===== src/lwpc_pkg.sv =====
// Shared types and constants for the layer window priority compositor.
package lwpc_pkg;

    localparam int NUM_BG        = 4;
    localparam int BG_IDX_W      = $clog2(NUM_BG);
    localparam int COLOUR_W      = 16;
    localparam int PRI_W         = 2;
    localparam int COORD_W       = 8;
    localparam int CFG_DATA_W    = 32;
    localparam int CFG_IDX_W     = 3;

    localparam logic [COLOUR_W-1:0] TRANSPARENT_COLOUR = 16'h8000;
    localparam logic [PRI_W-1:0]    BACKDROP_PRI       = 2'h3;

    typedef enum logic [CFG_IDX_W-1:0] {
        REG_LAYER_WINDOW_ENABLES = 3'd0,
        REG_WIN0_BOUNDS          = 3'd1,
        REG_WIN1_BOUNDS          = 3'd2,
        REG_INSIDE_MASKS         = 3'd3,
        REG_OUTSIDE_MASK         = 3'd4,
        REG_BG_PRIORITIES        = 3'd5,
        REG_BACKDROP_COLOUR      = 3'd6
    } lwpc_reg_t;

    typedef struct packed {
        logic [COORD_W-1:0]  line;
        logic [COORD_W-1:0]  column;
        logic [COLOUR_W-1:0] bg0_colour;
        logic [COLOUR_W-1:0] bg1_colour;
        logic [COLOUR_W-1:0] bg2_colour;
        logic [COLOUR_W-1:0] bg3_colour;
        logic [COLOUR_W-1:0] sprite_colour;
        logic [PRI_W-1:0]    sprite_priority;
    } lwpc_in_t;

    typedef struct packed {
        logic                write_pixel;
        logic [COLOUR_W-1:0] out_colour;
        logic [COORD_W-1:0]  out_line;
        logic [COORD_W-1:0]  out_column;
    } lwpc_out_t;

    typedef struct packed {
        logic [NUM_BG-1:0] layer_en;
        logic              write;
        logic              sprite_en;
    } lwpc_mask_t;

    typedef struct packed {
        logic             hit;
        logic [PRI_W-1:0] pri;
    } lwpc_lane_t;

    typedef struct packed {
        logic                hit;
        logic [PRI_W-1:0]    pri;
        logic [BG_IDX_W-1:0] idx;
    } lwpc_pick_t;

endpackage


===== src/layer_window_priority_compositor.sv =====
// Top level of the layer window priority compositor.
// Takes one pixel item per clock while m_ready stays high and returns one result item for
// each, after both register stages. The first register stage holds the pixel with its
// window-masked layer enables; the second holds the result after four background lanes
// and the priority merge. Results leave in order; a stalled output holds the pipeline
// while free stages keep taking items. Configuration registers reset to zero and are
// written through cfg_we, cfg_idx and cfg_wdata, one register per write, no read-back.
module layer_window_priority_compositor
    import lwpc_pkg::*;
(
    input  logic                  aclk,
    input  logic                  aresetn,
    input  logic                  cfg_we,
    input  logic [CFG_IDX_W-1:0]  cfg_idx,
    input  logic [CFG_DATA_W-1:0] cfg_wdata,
    input  logic                  s_valid,
    output logic                  s_ready,
    input  lwpc_in_t              s_data,
    output logic                  m_valid,
    input  logic                  m_ready,
    output lwpc_out_t             m_data
);

    logic [7:0]          enables_reg;
    logic [31:0]         win0_reg;
    logic [31:0]         win1_reg;
    logic [7:0]          inside_reg;
    logic [3:0]          outside_reg;
    logic [7:0]          bg_pri_reg;
    logic [COLOUR_W-1:0] backdrop_reg;

    logic                st1_valid_reg;
    logic                st1_valid_next;
    lwpc_in_t            st1_data_reg;
    lwpc_mask_t          st1_mask_reg;
    logic                out_valid_reg;
    logic                out_valid_next;
    lwpc_out_t           out_data_reg;

    lwpc_mask_t          mask_d;
    logic                out_free;
    logic                st1_move;
    logic                s_take;

    lwpc_lane_t [NUM_BG-1:0]               lanes;
    logic       [NUM_BG-1:0][COLOUR_W-1:0] bg_colour;
    logic       [COLOUR_W-1:0]             colour;

    // configuration registers
    always_ff @(posedge aclk) begin
        if (!aresetn) begin
            enables_reg  <= '0;
            win0_reg     <= '0;
            win1_reg     <= '0;
            inside_reg   <= '0;
            outside_reg  <= '0;
            bg_pri_reg   <= '0;
            backdrop_reg <= '0;
        end else if (cfg_we) begin
            case (cfg_idx)
                REG_LAYER_WINDOW_ENABLES: enables_reg  <= cfg_wdata[7:0];
                REG_WIN0_BOUNDS:          win0_reg     <= cfg_wdata;
                REG_WIN1_BOUNDS:          win1_reg     <= cfg_wdata;
                REG_INSIDE_MASKS:         inside_reg   <= cfg_wdata[7:0];
                REG_OUTSIDE_MASK:         outside_reg  <= cfg_wdata[3:0];
                REG_BG_PRIORITIES:        bg_pri_reg   <= cfg_wdata[7:0];
                REG_BACKDROP_COLOUR:      backdrop_reg <= cfg_wdata[COLOUR_W-1:0];
                default: ;
            endcase
        end
    end

    lwpc_window u_window (
        .enables      (enables_reg),
        .win0_bounds  (win0_reg),
        .win1_bounds  (win1_reg),
        .inside_masks (inside_reg),
        .outside_mask (outside_reg),
        .line         (s_data.line),
        .column       (s_data.column),
        .mask         (mask_d)
    );

    assign out_free = !out_valid_reg || m_ready;
    assign st1_move = st1_valid_reg && out_free;
    assign s_ready  = !st1_valid_reg || out_free;
    assign s_take   = s_valid && s_ready;

    always_comb begin
        st1_valid_next = st1_valid_reg;
        if (s_take) begin
            st1_valid_next = 1'b1;
        end else if (st1_move) begin
            st1_valid_next = 1'b0;
        end
        out_valid_next = out_valid_reg;
        if (st1_move) begin
            out_valid_next = 1'b1;
        end else if (m_ready) begin
            out_valid_next = 1'b0;
        end
    end

    always_ff @(posedge aclk) begin
        if (!aresetn) begin
            st1_valid_reg <= 1'b0;
            out_valid_reg <= 1'b0;
        end else begin
            st1_valid_reg <= st1_valid_next;
            out_valid_reg <= out_valid_next;
        end
    end

    always_ff @(posedge aclk) begin
        if (s_take) begin
            st1_data_reg <= s_data;
            st1_mask_reg <= mask_d;
        end
    end

    assign bg_colour[0] = st1_data_reg.bg0_colour;
    assign bg_colour[1] = st1_data_reg.bg1_colour;
    assign bg_colour[2] = st1_data_reg.bg2_colour;
    assign bg_colour[3] = st1_data_reg.bg3_colour;

    for (genvar g = 0; g < NUM_BG; g++) begin : g_lane
        lwpc_lane u_lane (
            .colour   (bg_colour[g]),
            .layer_en (st1_mask_reg.layer_en[g]),
            .pri      (bg_pri_reg[g*PRI_W +: PRI_W]),
            .lane     (lanes[g])
        );
    end

    lwpc_merge u_merge (
        .lanes           (lanes),
        .bg_colour       (bg_colour),
        .backdrop_colour (backdrop_reg),
        .sprite_colour   (st1_data_reg.sprite_colour),
        .sprite_priority (st1_data_reg.sprite_priority),
        .mask            (st1_mask_reg),
        .colour          (colour)
    );

    always_ff @(posedge aclk) begin
        if (st1_move) begin
            out_data_reg.write_pixel <= st1_mask_reg.write;
            out_data_reg.out_colour  <= colour;
            out_data_reg.out_line    <= st1_data_reg.line;
            out_data_reg.out_column  <= st1_data_reg.column;
        end
    end

    assign m_valid = out_valid_reg;
    assign m_data  = out_data_reg;

endmodule


===== src/lwpc_window.sv =====
// Window hit test and background enable masking for one pixel.
module lwpc_window
    import lwpc_pkg::*;
(
    input  logic [7:0]            enables,
    input  logic [31:0]           win0_bounds,
    input  logic [31:0]           win1_bounds,
    input  logic [7:0]            inside_masks,
    input  logic [3:0]            outside_mask,
    input  logic [COORD_W-1:0]    line,
    input  logic [COORD_W-1:0]    column,
    output lwpc_mask_t            mask
);

    logic            hit0;
    logic            hit1;
    logic [3:0]      sel_mask;
    logic [4:0]      en_eff;

    assign hit0 = (column > win0_bounds[31:24]) && (column <= win0_bounds[23:16]) &&
                  (line > win0_bounds[15:8]) && (line <= win0_bounds[7:0]);
    assign hit1 = (column > win1_bounds[31:24]) && (column <= win1_bounds[23:16]) &&
                  (line > win1_bounds[15:8]) && (line <= win1_bounds[7:0]);

    always_comb begin
        if (enables[5] && hit0) begin
            sel_mask = inside_masks[3:0];
        end else if (enables[6] && hit1) begin
            sel_mask = inside_masks[7:4];
        end else begin
            sel_mask = outside_mask;
        end
        if (|enables[7:5]) begin
            en_eff = {1'b0, enables[3:0] & sel_mask};
        end else begin
            en_eff = enables[4:0];
        end
    end

    assign mask.layer_en  = en_eff[NUM_BG-1:0];
    assign mask.write     = |en_eff;
    assign mask.sprite_en = enables[4];

endmodule


===== src/lwpc_lane.sv =====
// One background lane: decide whether the layer covers the pixel.
module lwpc_lane
    import lwpc_pkg::*;
(
    input  logic [COLOUR_W-1:0] colour,
    input  logic                layer_en,
    input  logic [PRI_W-1:0]    pri,
    output lwpc_lane_t          lane
);

    assign lane.hit = layer_en && (colour != TRANSPARENT_COLOUR);
    assign lane.pri = pri;

endmodule


===== src/lwpc_merge.sv =====
// Merge the background lanes, the backdrop and the sprite into one colour.
module lwpc_merge
    import lwpc_pkg::*;
(
    input  lwpc_lane_t [NUM_BG-1:0]               lanes,
    input  logic       [NUM_BG-1:0][COLOUR_W-1:0] bg_colour,
    input  logic       [COLOUR_W-1:0]             backdrop_colour,
    input  logic       [COLOUR_W-1:0]             sprite_colour,
    input  logic       [PRI_W-1:0]                sprite_priority,
    input  lwpc_mask_t                            mask,
    output logic       [COLOUR_W-1:0]             colour
);

    function automatic lwpc_pick_t pick(lwpc_pick_t a, lwpc_pick_t b);
        if (b.hit && (!a.hit || (b.pri < a.pri))) begin
            return b;
        end
        return a;
    endfunction

    lwpc_pick_t                leaf [NUM_BG];
    lwpc_pick_t                lo;
    lwpc_pick_t                hi;
    lwpc_pick_t                win;
    logic [PRI_W-1:0]          best;
    logic [COLOUR_W-1:0]       bg_pick;

    always_comb begin
        for (int i = 0; i < NUM_BG; i++) begin
            leaf[i].hit = lanes[i].hit;
            leaf[i].pri = lanes[i].pri;
            leaf[i].idx = BG_IDX_W'(i);
        end
        lo  = pick(leaf[0], leaf[1]);
        hi  = pick(leaf[2], leaf[3]);
        win = pick(lo, hi);

        best    = win.hit ? win.pri : BACKDROP_PRI;
        bg_pick = win.hit ? bg_colour[win.idx] : backdrop_colour;

        if (!mask.write) begin
            colour = '0;
        end else if (mask.sprite_en && (sprite_colour != TRANSPARENT_COLOUR) &&
                     (sprite_priority <= best)) begin
            colour = sprite_colour;
        end else begin
            colour = bg_pick;
        end
    end

endmodule

===== config.mk =====
export PLATFORM = sky130hd
export DESIGN_NAME = layer_window_priority_compositor
export DESIGN_NICKNAME = d
export VERILOG_FILES = /design/src/lwpc_pkg.sv /design/src/layer_window_priority_compositor.sv /design/src/lwpc_window.sv /design/src/lwpc_lane.sv /design/src/lwpc_merge.sv
export SDC_FILE = /design/constraint.sdc
export NUM_CORES = 1
export LEC_CHECK = 0
export ABC_AREA = 1
export BUFFER_PORTS_ARGS = -buffer_cell sky130_fd_sc_hd__buf_4
export CORE_MARGIN = 3
export CORE_UTILIZATION = 52
export CTS_CLUSTER_SIZE = 10
export DETAILED_ROUTE_END_ITERATION = 10
export PLACE_DENSITY_LB_ADDON = 0.05
export RECOVER_POWER = 100
export SLEW_MARGIN = 40
export SYNTH_ARGS = -nofsm -noshare
export SYNTH_HDL_FRONTEND = slang
export SYNTH_SLANG_ARGS = --single-unit

===== constraint.sdc =====
create_clock -name aclk -period 4 [get_ports aclk]
set_clock_uncertainty 0.2 [all_clocks]
set_input_delay 0.2 -clock aclk [delete_from_list [all_inputs] [get_ports aclk]]
set_output_delay 0.2 -clock aclk [all_outputs]
set_load 0.01 [all_outputs]

# After elaboration in Yosys (flattened, before gate mapping)
# Cells that the tools add are included.
[classes]
addsub = 0
mul = 0
n_div = 0
order_cmp = 13
eq_ne = 11
n_shift = 0
muxes = 21
bitwise_logic = 1
reduce_logical = 41
[op_table]
columns = ["operator", "n"]
rows = [
  ["inequality test 16 bit, second input constant", 5],
  ["2-to-1 mux 16 bit", 3],
  ["2-to-1 mux 5 bit", 7],
  ["binary-select mux 16 bit (select 2 bit)", 1],
  ["> comparator 8 bit", 4],
  ["<= comparator 8 bit", 4],
  ["logical AND 1 bit", 19],
  ["AND reduction 2 bit", 7],
  ["== test 3 bit, second input constant", 3],
  ["2-to-1 mux 4 bit", 2],
  ["2-to-1 mux 1 bit", 7],
  ["== test 3 x 2 -> 1 bit, second input constant", 2],
  ["< comparator 2 bit", 3],
  ["logical NOT 1 bit", 5],
  ["logical OR 1 bit", 5],
  ["OR reduction 5 bit", 1],
  ["AND 4 bit", 1],
  ["nonzero test 2 bit", 2],
  ["== test 3 x 1 -> 1 bit, second input constant", 1],
  ["logical NOT 3 bit", 1],
  ["< comparator 2 x 3 -> 1 bit, second input constant", 1],
  ["OR reduction 3 bit", 1],
  ["<= comparator 2 bit", 1],
  ["2-to-1 mux 2 bit", 1],
]
[totals]
register_bits = 247
latch_bits = 0
mem_bits_rw = 0
mem_bits_ro = 0
elab_cells = 111
n_memories = 0

# Logic depth before layout (Yosys ltp)
[logic_depth]
depth_word = 16
depth_mapped = 30
ltp_nobuf = 27

# By module
# Synthesis repeated with hierarchy kept, for this count alone.
[unflattened]
hier_cells = 1434
area_unflattened_um2 = 12150.4
[modules_own_cells]
columns = ["mod", "instances", "cells_per_inst", "area_per_inst_um2", "seq_area_each_um2"]
rows = [
  ["layer_window_priority_compositor", 1, 783, 8513.2, 6316.1],
  ["lwpc_window", 1, 332, 2031.9, 0.0],
  ["lwpc_merge", 1, 243, 1285.0, 0.0],
  ["lwpc_lane", 4, 19, 80.1, 0.0],
]

# Worst setup path before layout
# Ideal clock, no wire load.
[synth_timing]
path_kind = "register to register"
startpoint = "reg bg_pri_reg[5]"
endpoint = "reg out_data_reg, in the netlist m_data[26], data pin"
setup_time_ns = 0.279
arrival_time_ns = 3.388
t_required_ns = 3.521
setup_slack_ns = 0.133
path_stages_with_launch = 28
n_path_buf = 2
path_cell_list = "dfxtp_1 > inv_1 > ha_1 > o21ai_0 > nand2_1 > nand3_1 > nand2_1 > inv_1 > o21ai_0 > ha_1 > nand2_1 > nand2_2 > a21boi_4 > buf_4 > o21ai_0 > a21oi_1 > ha_1 > inv_1 > nor2_1 > nor2_1 > a21oi_1 > nor2_1 > nand2_1 > inv_2 > clkbuf_1 > a21oi_1 > nand2_1 > a21oi_2"
[synth_via]
elab_chain_len = 14
[synth_rtl]
columns = ["element", "line_no", "text"]
rows = [
  ["from (decl)", "layer_window_priority_compositor.sv:29", "logic [7:0] bg_pri_reg;"],
  ["from (signal assigned)", "layer_window_priority_compositor.sv:66", "REG_BG_PRIORITIES: bg_pri_reg <= cfg_wdata[7:0];"],
  ["< comparator 2 bit", "lwpc_merge.sv:15", "if (b.hit && (!a.hit || (b.pri < a.pri))) begin"],
  ["logical OR 1 bit", "lwpc_merge.sv:15", ""],
  ["logical AND 1 bit", "lwpc_merge.sv:15", ""],
  ["2-to-1 mux 1 bit", "lwpc_merge.sv:15", ""],
  ["2-to-1 mux 5 bit (*)", "lwpc_merge.sv:18", "return a;"],
  ["< comparator 2 bit", "lwpc_merge.sv:15", ""],
  ["logical OR 1 bit", "lwpc_merge.sv:15", ""],
  ["logical AND 1 bit", "lwpc_merge.sv:15", ""],
  ["2-to-1 mux 1 bit", "lwpc_merge.sv:15", ""],
  ["2-to-1 mux 5 bit (*)", "lwpc_merge.sv:18", ""],
  ["binary-select mux 16 bit (select 2 bit) / 2-to-1 mux 2 bit (equally long branches)", "lwpc_merge.sv:39, lwpc_merge.sv:38", ""],
  ["2-to-1 mux 16 bit (not written as such) / <= comparator 2 bit (equally long branches)", "lwpc_merge.sv:39, lwpc_merge.sv:44", ""],
  ["2-to-1 mux 16 bit / logical AND 1 bit (equally long branches)", "lwpc_merge.sv:39, lwpc_merge.sv:43", ""],
  ["2-to-1 mux 16 bit (*)", "lwpc_merge.sv:43", "end else if (mask.sprite_en && (sprite_colour != TRANSPARENT_COLOUR) &&"],
  ["to (decl)", "layer_window_priority_compositor.sv:38", "lwpc_out_t out_data_reg;"],
]
# Mark *: on every way between the ends. The rest lies on a longest branch, timed or not. The select of a mux whose other input is x is not followed.
# A chain may end at the register's enable or synchronous reset.

# Worst setup path in the final report
[layout_timing]
startpoint = "reg st1_data_reg, in the netlist bg_colour[14]"
endpoint = "reg out_data_reg, in the netlist m_data[25], data pin"
[layout_via]
elab_chain_len = 16
[layout_rtl]
columns = ["element", "line_no", "text"]
rows = [
  ["from (decl)", "layer_window_priority_compositor.sv:34", "lwpc_in_t st1_data_reg;"],
  ["from (signal assigned)", "layer_window_priority_compositor.sv:116", "st1_data_reg <= s_data;"],
  ["inequality test 16 bit (*)", "lwpc_lane.sv:11", "assign lane.hit = layer_en && (colour != TRANSPARENT_COLOUR);"],
  ["logical AND 1 bit (*)", "lwpc_lane.sv:11", ""],
  ["logical NOT 1 bit", "lwpc_merge.sv:15", ""],
  ["logical OR 1 bit", "lwpc_merge.sv:15", ""],
  ["logical AND 1 bit", "lwpc_merge.sv:15", ""],
  ["2-to-1 mux 1 bit", "lwpc_merge.sv:15", ""],
  ["2-to-1 mux 5 bit (*)", "lwpc_merge.sv:18", ""],
  ["< comparator 2 bit / logical NOT 1 bit (equally long branches)", "lwpc_merge.sv:15", ""],
  ["logical OR 1 bit", "lwpc_merge.sv:15", ""],
  ["logical AND 1 bit", "lwpc_merge.sv:15", ""],
  ["2-to-1 mux 1 bit", "lwpc_merge.sv:15", ""],
  ["2-to-1 mux 5 bit (*)", "lwpc_merge.sv:18", ""],
  ["binary-select mux 16 bit (select 2 bit) / 2-to-1 mux 2 bit (equally long branches)", "lwpc_merge.sv:39, lwpc_merge.sv:38", ""],
  ["2-to-1 mux 16 bit (not written as such) / <= comparator 2 bit (equally long branches)", "lwpc_merge.sv:39, lwpc_merge.sv:44", ""],
  ["2-to-1 mux 16 bit / logical AND 1 bit (equally long branches)", "lwpc_merge.sv:39, lwpc_merge.sv:43", ""],
  ["2-to-1 mux 16 bit (*)", "lwpc_merge.sv:43", ""],
]
# Marks and branches as above.

==> impl_metrics.toml <==
[timing]
post-route-period-util = 0.924
finalSetupViolations = 0
slew_violations = 56
slew_headroom = -0.631
final_hold_viol_count = 15
fmax_mhz = 271
timing.hold.ws_ns = -0.0321
tightest_slew_ns = 2.44
fin_crit_ns = 3.70

[power]
power_w = 0.00611
p_per_area_nw_per_um2 = 409
irDropWorstVdd_v = 0.000328
leakage_nw = 6.19

[synthesis]
synth_commonest_cells = "nand2_1, inv_1, a21oi_1, edfxtp_1, o21ai_0"
synth_cells = 1223
yosysSeqAreaShare = 0.560
synth_seq_cells = 247
yosysUniqueCellTypes = 36
async_flop_share = 0
synth_edf_count = 137
synth_top_area_share = 0.365
ys_warn_count = 0
syn_avg_cell_area_sq_um = 9.22
syn-cell-area_sq_um = 11300
synth_ff_type = "edfxtp_1"
yosysMostFrequentCell = "nand2_1"
synth.net_count = 1430
yosysTopAreaCell = "edfxtp_1"
synthTopCellsByArea = "edfxtp_1, dfxtp_1, ha_1"

[grt]
grt_usage = 0.247
grt_pass1_vias = 9037
grt_max_degree = 110
grt_antenna_before_repair = 0
overflow = 0
grt_pass1_wl_um = 47000

[critical_path]
required_ns = 4.06
cp_cell_sequence = "nor2_2, nand2_1, nor2_1, nand2_1, nand3_2, nand2_4, o21ai_1, ha_1, nand2_1, nand2_2, a21boi_4, o21ai_1, a21oi_2, ha_1, inv_1, nor2_1, nor2_1, a21oi_1, nor2_2, nand2_4, inv_4, a21oi_1, nand2_1, a21oi_2"
slowest_stage = "edfxtp_1"
crit_path_max_incr_delay_ns = 0.40
cp_top_family = "simple AND/OR/NAND/NOR gates"
arrival_ns = 3.76
cp_max_fo = 7
cp-start-kind = "register"
setup.worst_path.class = "register to register"
worst_path_most_repeated_cell = "nand2_1"
worstSetupEndpointType = "register"
critPathBufInv = 2

[route]
drtIter0Drc = 728
wl_per_cell_um = 16.3
via_count = 9549
drt-pass1-iter-count = 5
viasPerCell = 5.20
routed_wl_um = 29900
drtAntennaViolNets = 0
drc_errors = 0

[cells_and_area]
largest_reg_flops = 64
final_util = 0.706
final_area_sq_um = 14900
area_growth_pct = 32.4
finalNetCount = 1751
n_antenna_cell = 0
final_layout_size_suffix_gt1_frac = 0.131
fillCellCount = 1671

[run]
max-cap-violations = 1

[clock_tree]
cts-root-buf = "clkbuf_16"
cts-buffers-inserted = 29
insertion_delay_ns = 0.53
cts.sinks = 247
clkTransAtPathRegs_ns = 0.06
htreeDepth = 1
cts_tree = "yes"
clock_path_buffers = 3

[floorplanning]
rows = 53
num_io_pins = 173
die_y_um = 153
die_area_sq_um = 23500
die_width_um = 153
start_util = 0.533
coreArea_sq_um = 21200

[placed_design]
dpl-instance-area_sq_um = 12800
finalWeightedCongestion = 0.895
hpwl_um = 20000
buffer_ports.inserted = 172

[worst_hold_path]
hold_path_class = "primary input to register"

[outcome]
status = "finished, violations left"
violations = "hold timing, capacitance limit, slew limit"
-- stage by stage --
stage          hold slack, ns  cells  setup TNS [ns]  worst slack [ns]
3_3_place_gp            0.179   1636               0             0.205
6_report              -0.0321   1838               0             0.304
3_5_place_dp            0.179   1638          -0.530           -0.0568
2_1_floorplan          0.0989   1223               0             0.133
5_1_grt               0.00267   1838          -0.312           -0.0331
4_1_cts                0.0145   1826               0            0.0239
-- placed cells by master (no fill, tap or decap), drive strengths merged --
cell / n
o21bai: 1
nor4: 4
o21ai: 133
buf: 55
edfxtp: 137
a21boi: 4
ha: 69
dlygate4sd3: 138
clkbuf: 189
nand2: 202
nand3: 60
dfxtp: 110
a21o: 1
a221oi: 2
nor2: 106
o221ai: 2
nor3: 3
clkinv: 2
nand4: 11
a31oi: 1
a21oi: 159
inv: 168
o21a: 1
o211ai: 3
o41ai: 2
-- timing repair --
item / CTS / global route
setup endpoints to repair: 14 / 16
gates resized for setup: 1 / 18
cloned: 0 / 2
hold endpoints to repair: 208 / 0
hold buffers: 138 / 0
setup buffers: 0 / 10
pin swaps: 0 / 9
-- cell type report --
class,count,area [sq um],area share
Inverter,166,631,0.0422
Timing Repair inverter,2,12.5,0.000838
Multi-Input combinational cell,764,4140,0.277
Clock buffer,48,828,0.0555
Timing Repair Buffer,334,2650,0.178
Clock inverter,2,13.8,0.000922
Tap cell,275,344,0.0230
Sequential cell,247,6320,0.423
-- kinds of logic (layout without fill, tap and decap cells) --
| logic type | Yosys count | count (layout) | synth area share |
|---|---|---|---|
| adders and majority gates | 69 | 69 | 0.0766 |
| buffers and inverters | 212 | 552 | 0.0755 |
| AOI/OAI and AO/OA | 309 | 309 | 0.146 |
| and+or+nand+nor | 386 | 386 | 0.142 |
| DFF | 247 | 247 | 0.560 |
-- worst register-to-register path, delay by kind of cell (launching register included) --
kind,cells,cell delay [ns]
buf+inv,2,0.19
flops,1,0.40
compound gates,7,0.80
fa+ha+maj,2,0.52
simple gates,13,1.31
-- final timing paths --
check                              from                        end  slack [ns]  cells past startpoint
max reg2reg     bg_colour[14]$_DFFE_PP_   m_data[25]$_SDFFCE_PN0P_        0.30                     24
min reg2reg  st1_data_reg[97]$_DFFE_PP_       m_data[15]$_DFFE_PP_        0.21                      0
min                             aresetn  win0_reg[19]$_SDFFE_PN0P_       -0.03                      3
max             bg_colour[14]$_DFFE_PP_   m_data[25]$_SDFFCE_PN0P_        0.30                     24
-- power breakdown --
group	internal [W]	total, W	leakage, nW	switching (W)
clock	0.00139	0.00236	0.405	0.000966
sequential	0.00283	0.00288	2.23	0.0000523
combinational	0.000370	0.000870	3.56	0.000500
-- metal layers --
metal / up-vias / part of all wire / global-route usage
met5: - / 0 / 0
met4: 0 / 0.014 / 0.0475
met3: 33 / 0.073 / 0.0391
met2: 318 / 0.46 / 0.397
met1: 4434 / 0.45 / 0.361
li1: 4764 / - / -
No activity file was read; power rests on OpenSTA's default activity.
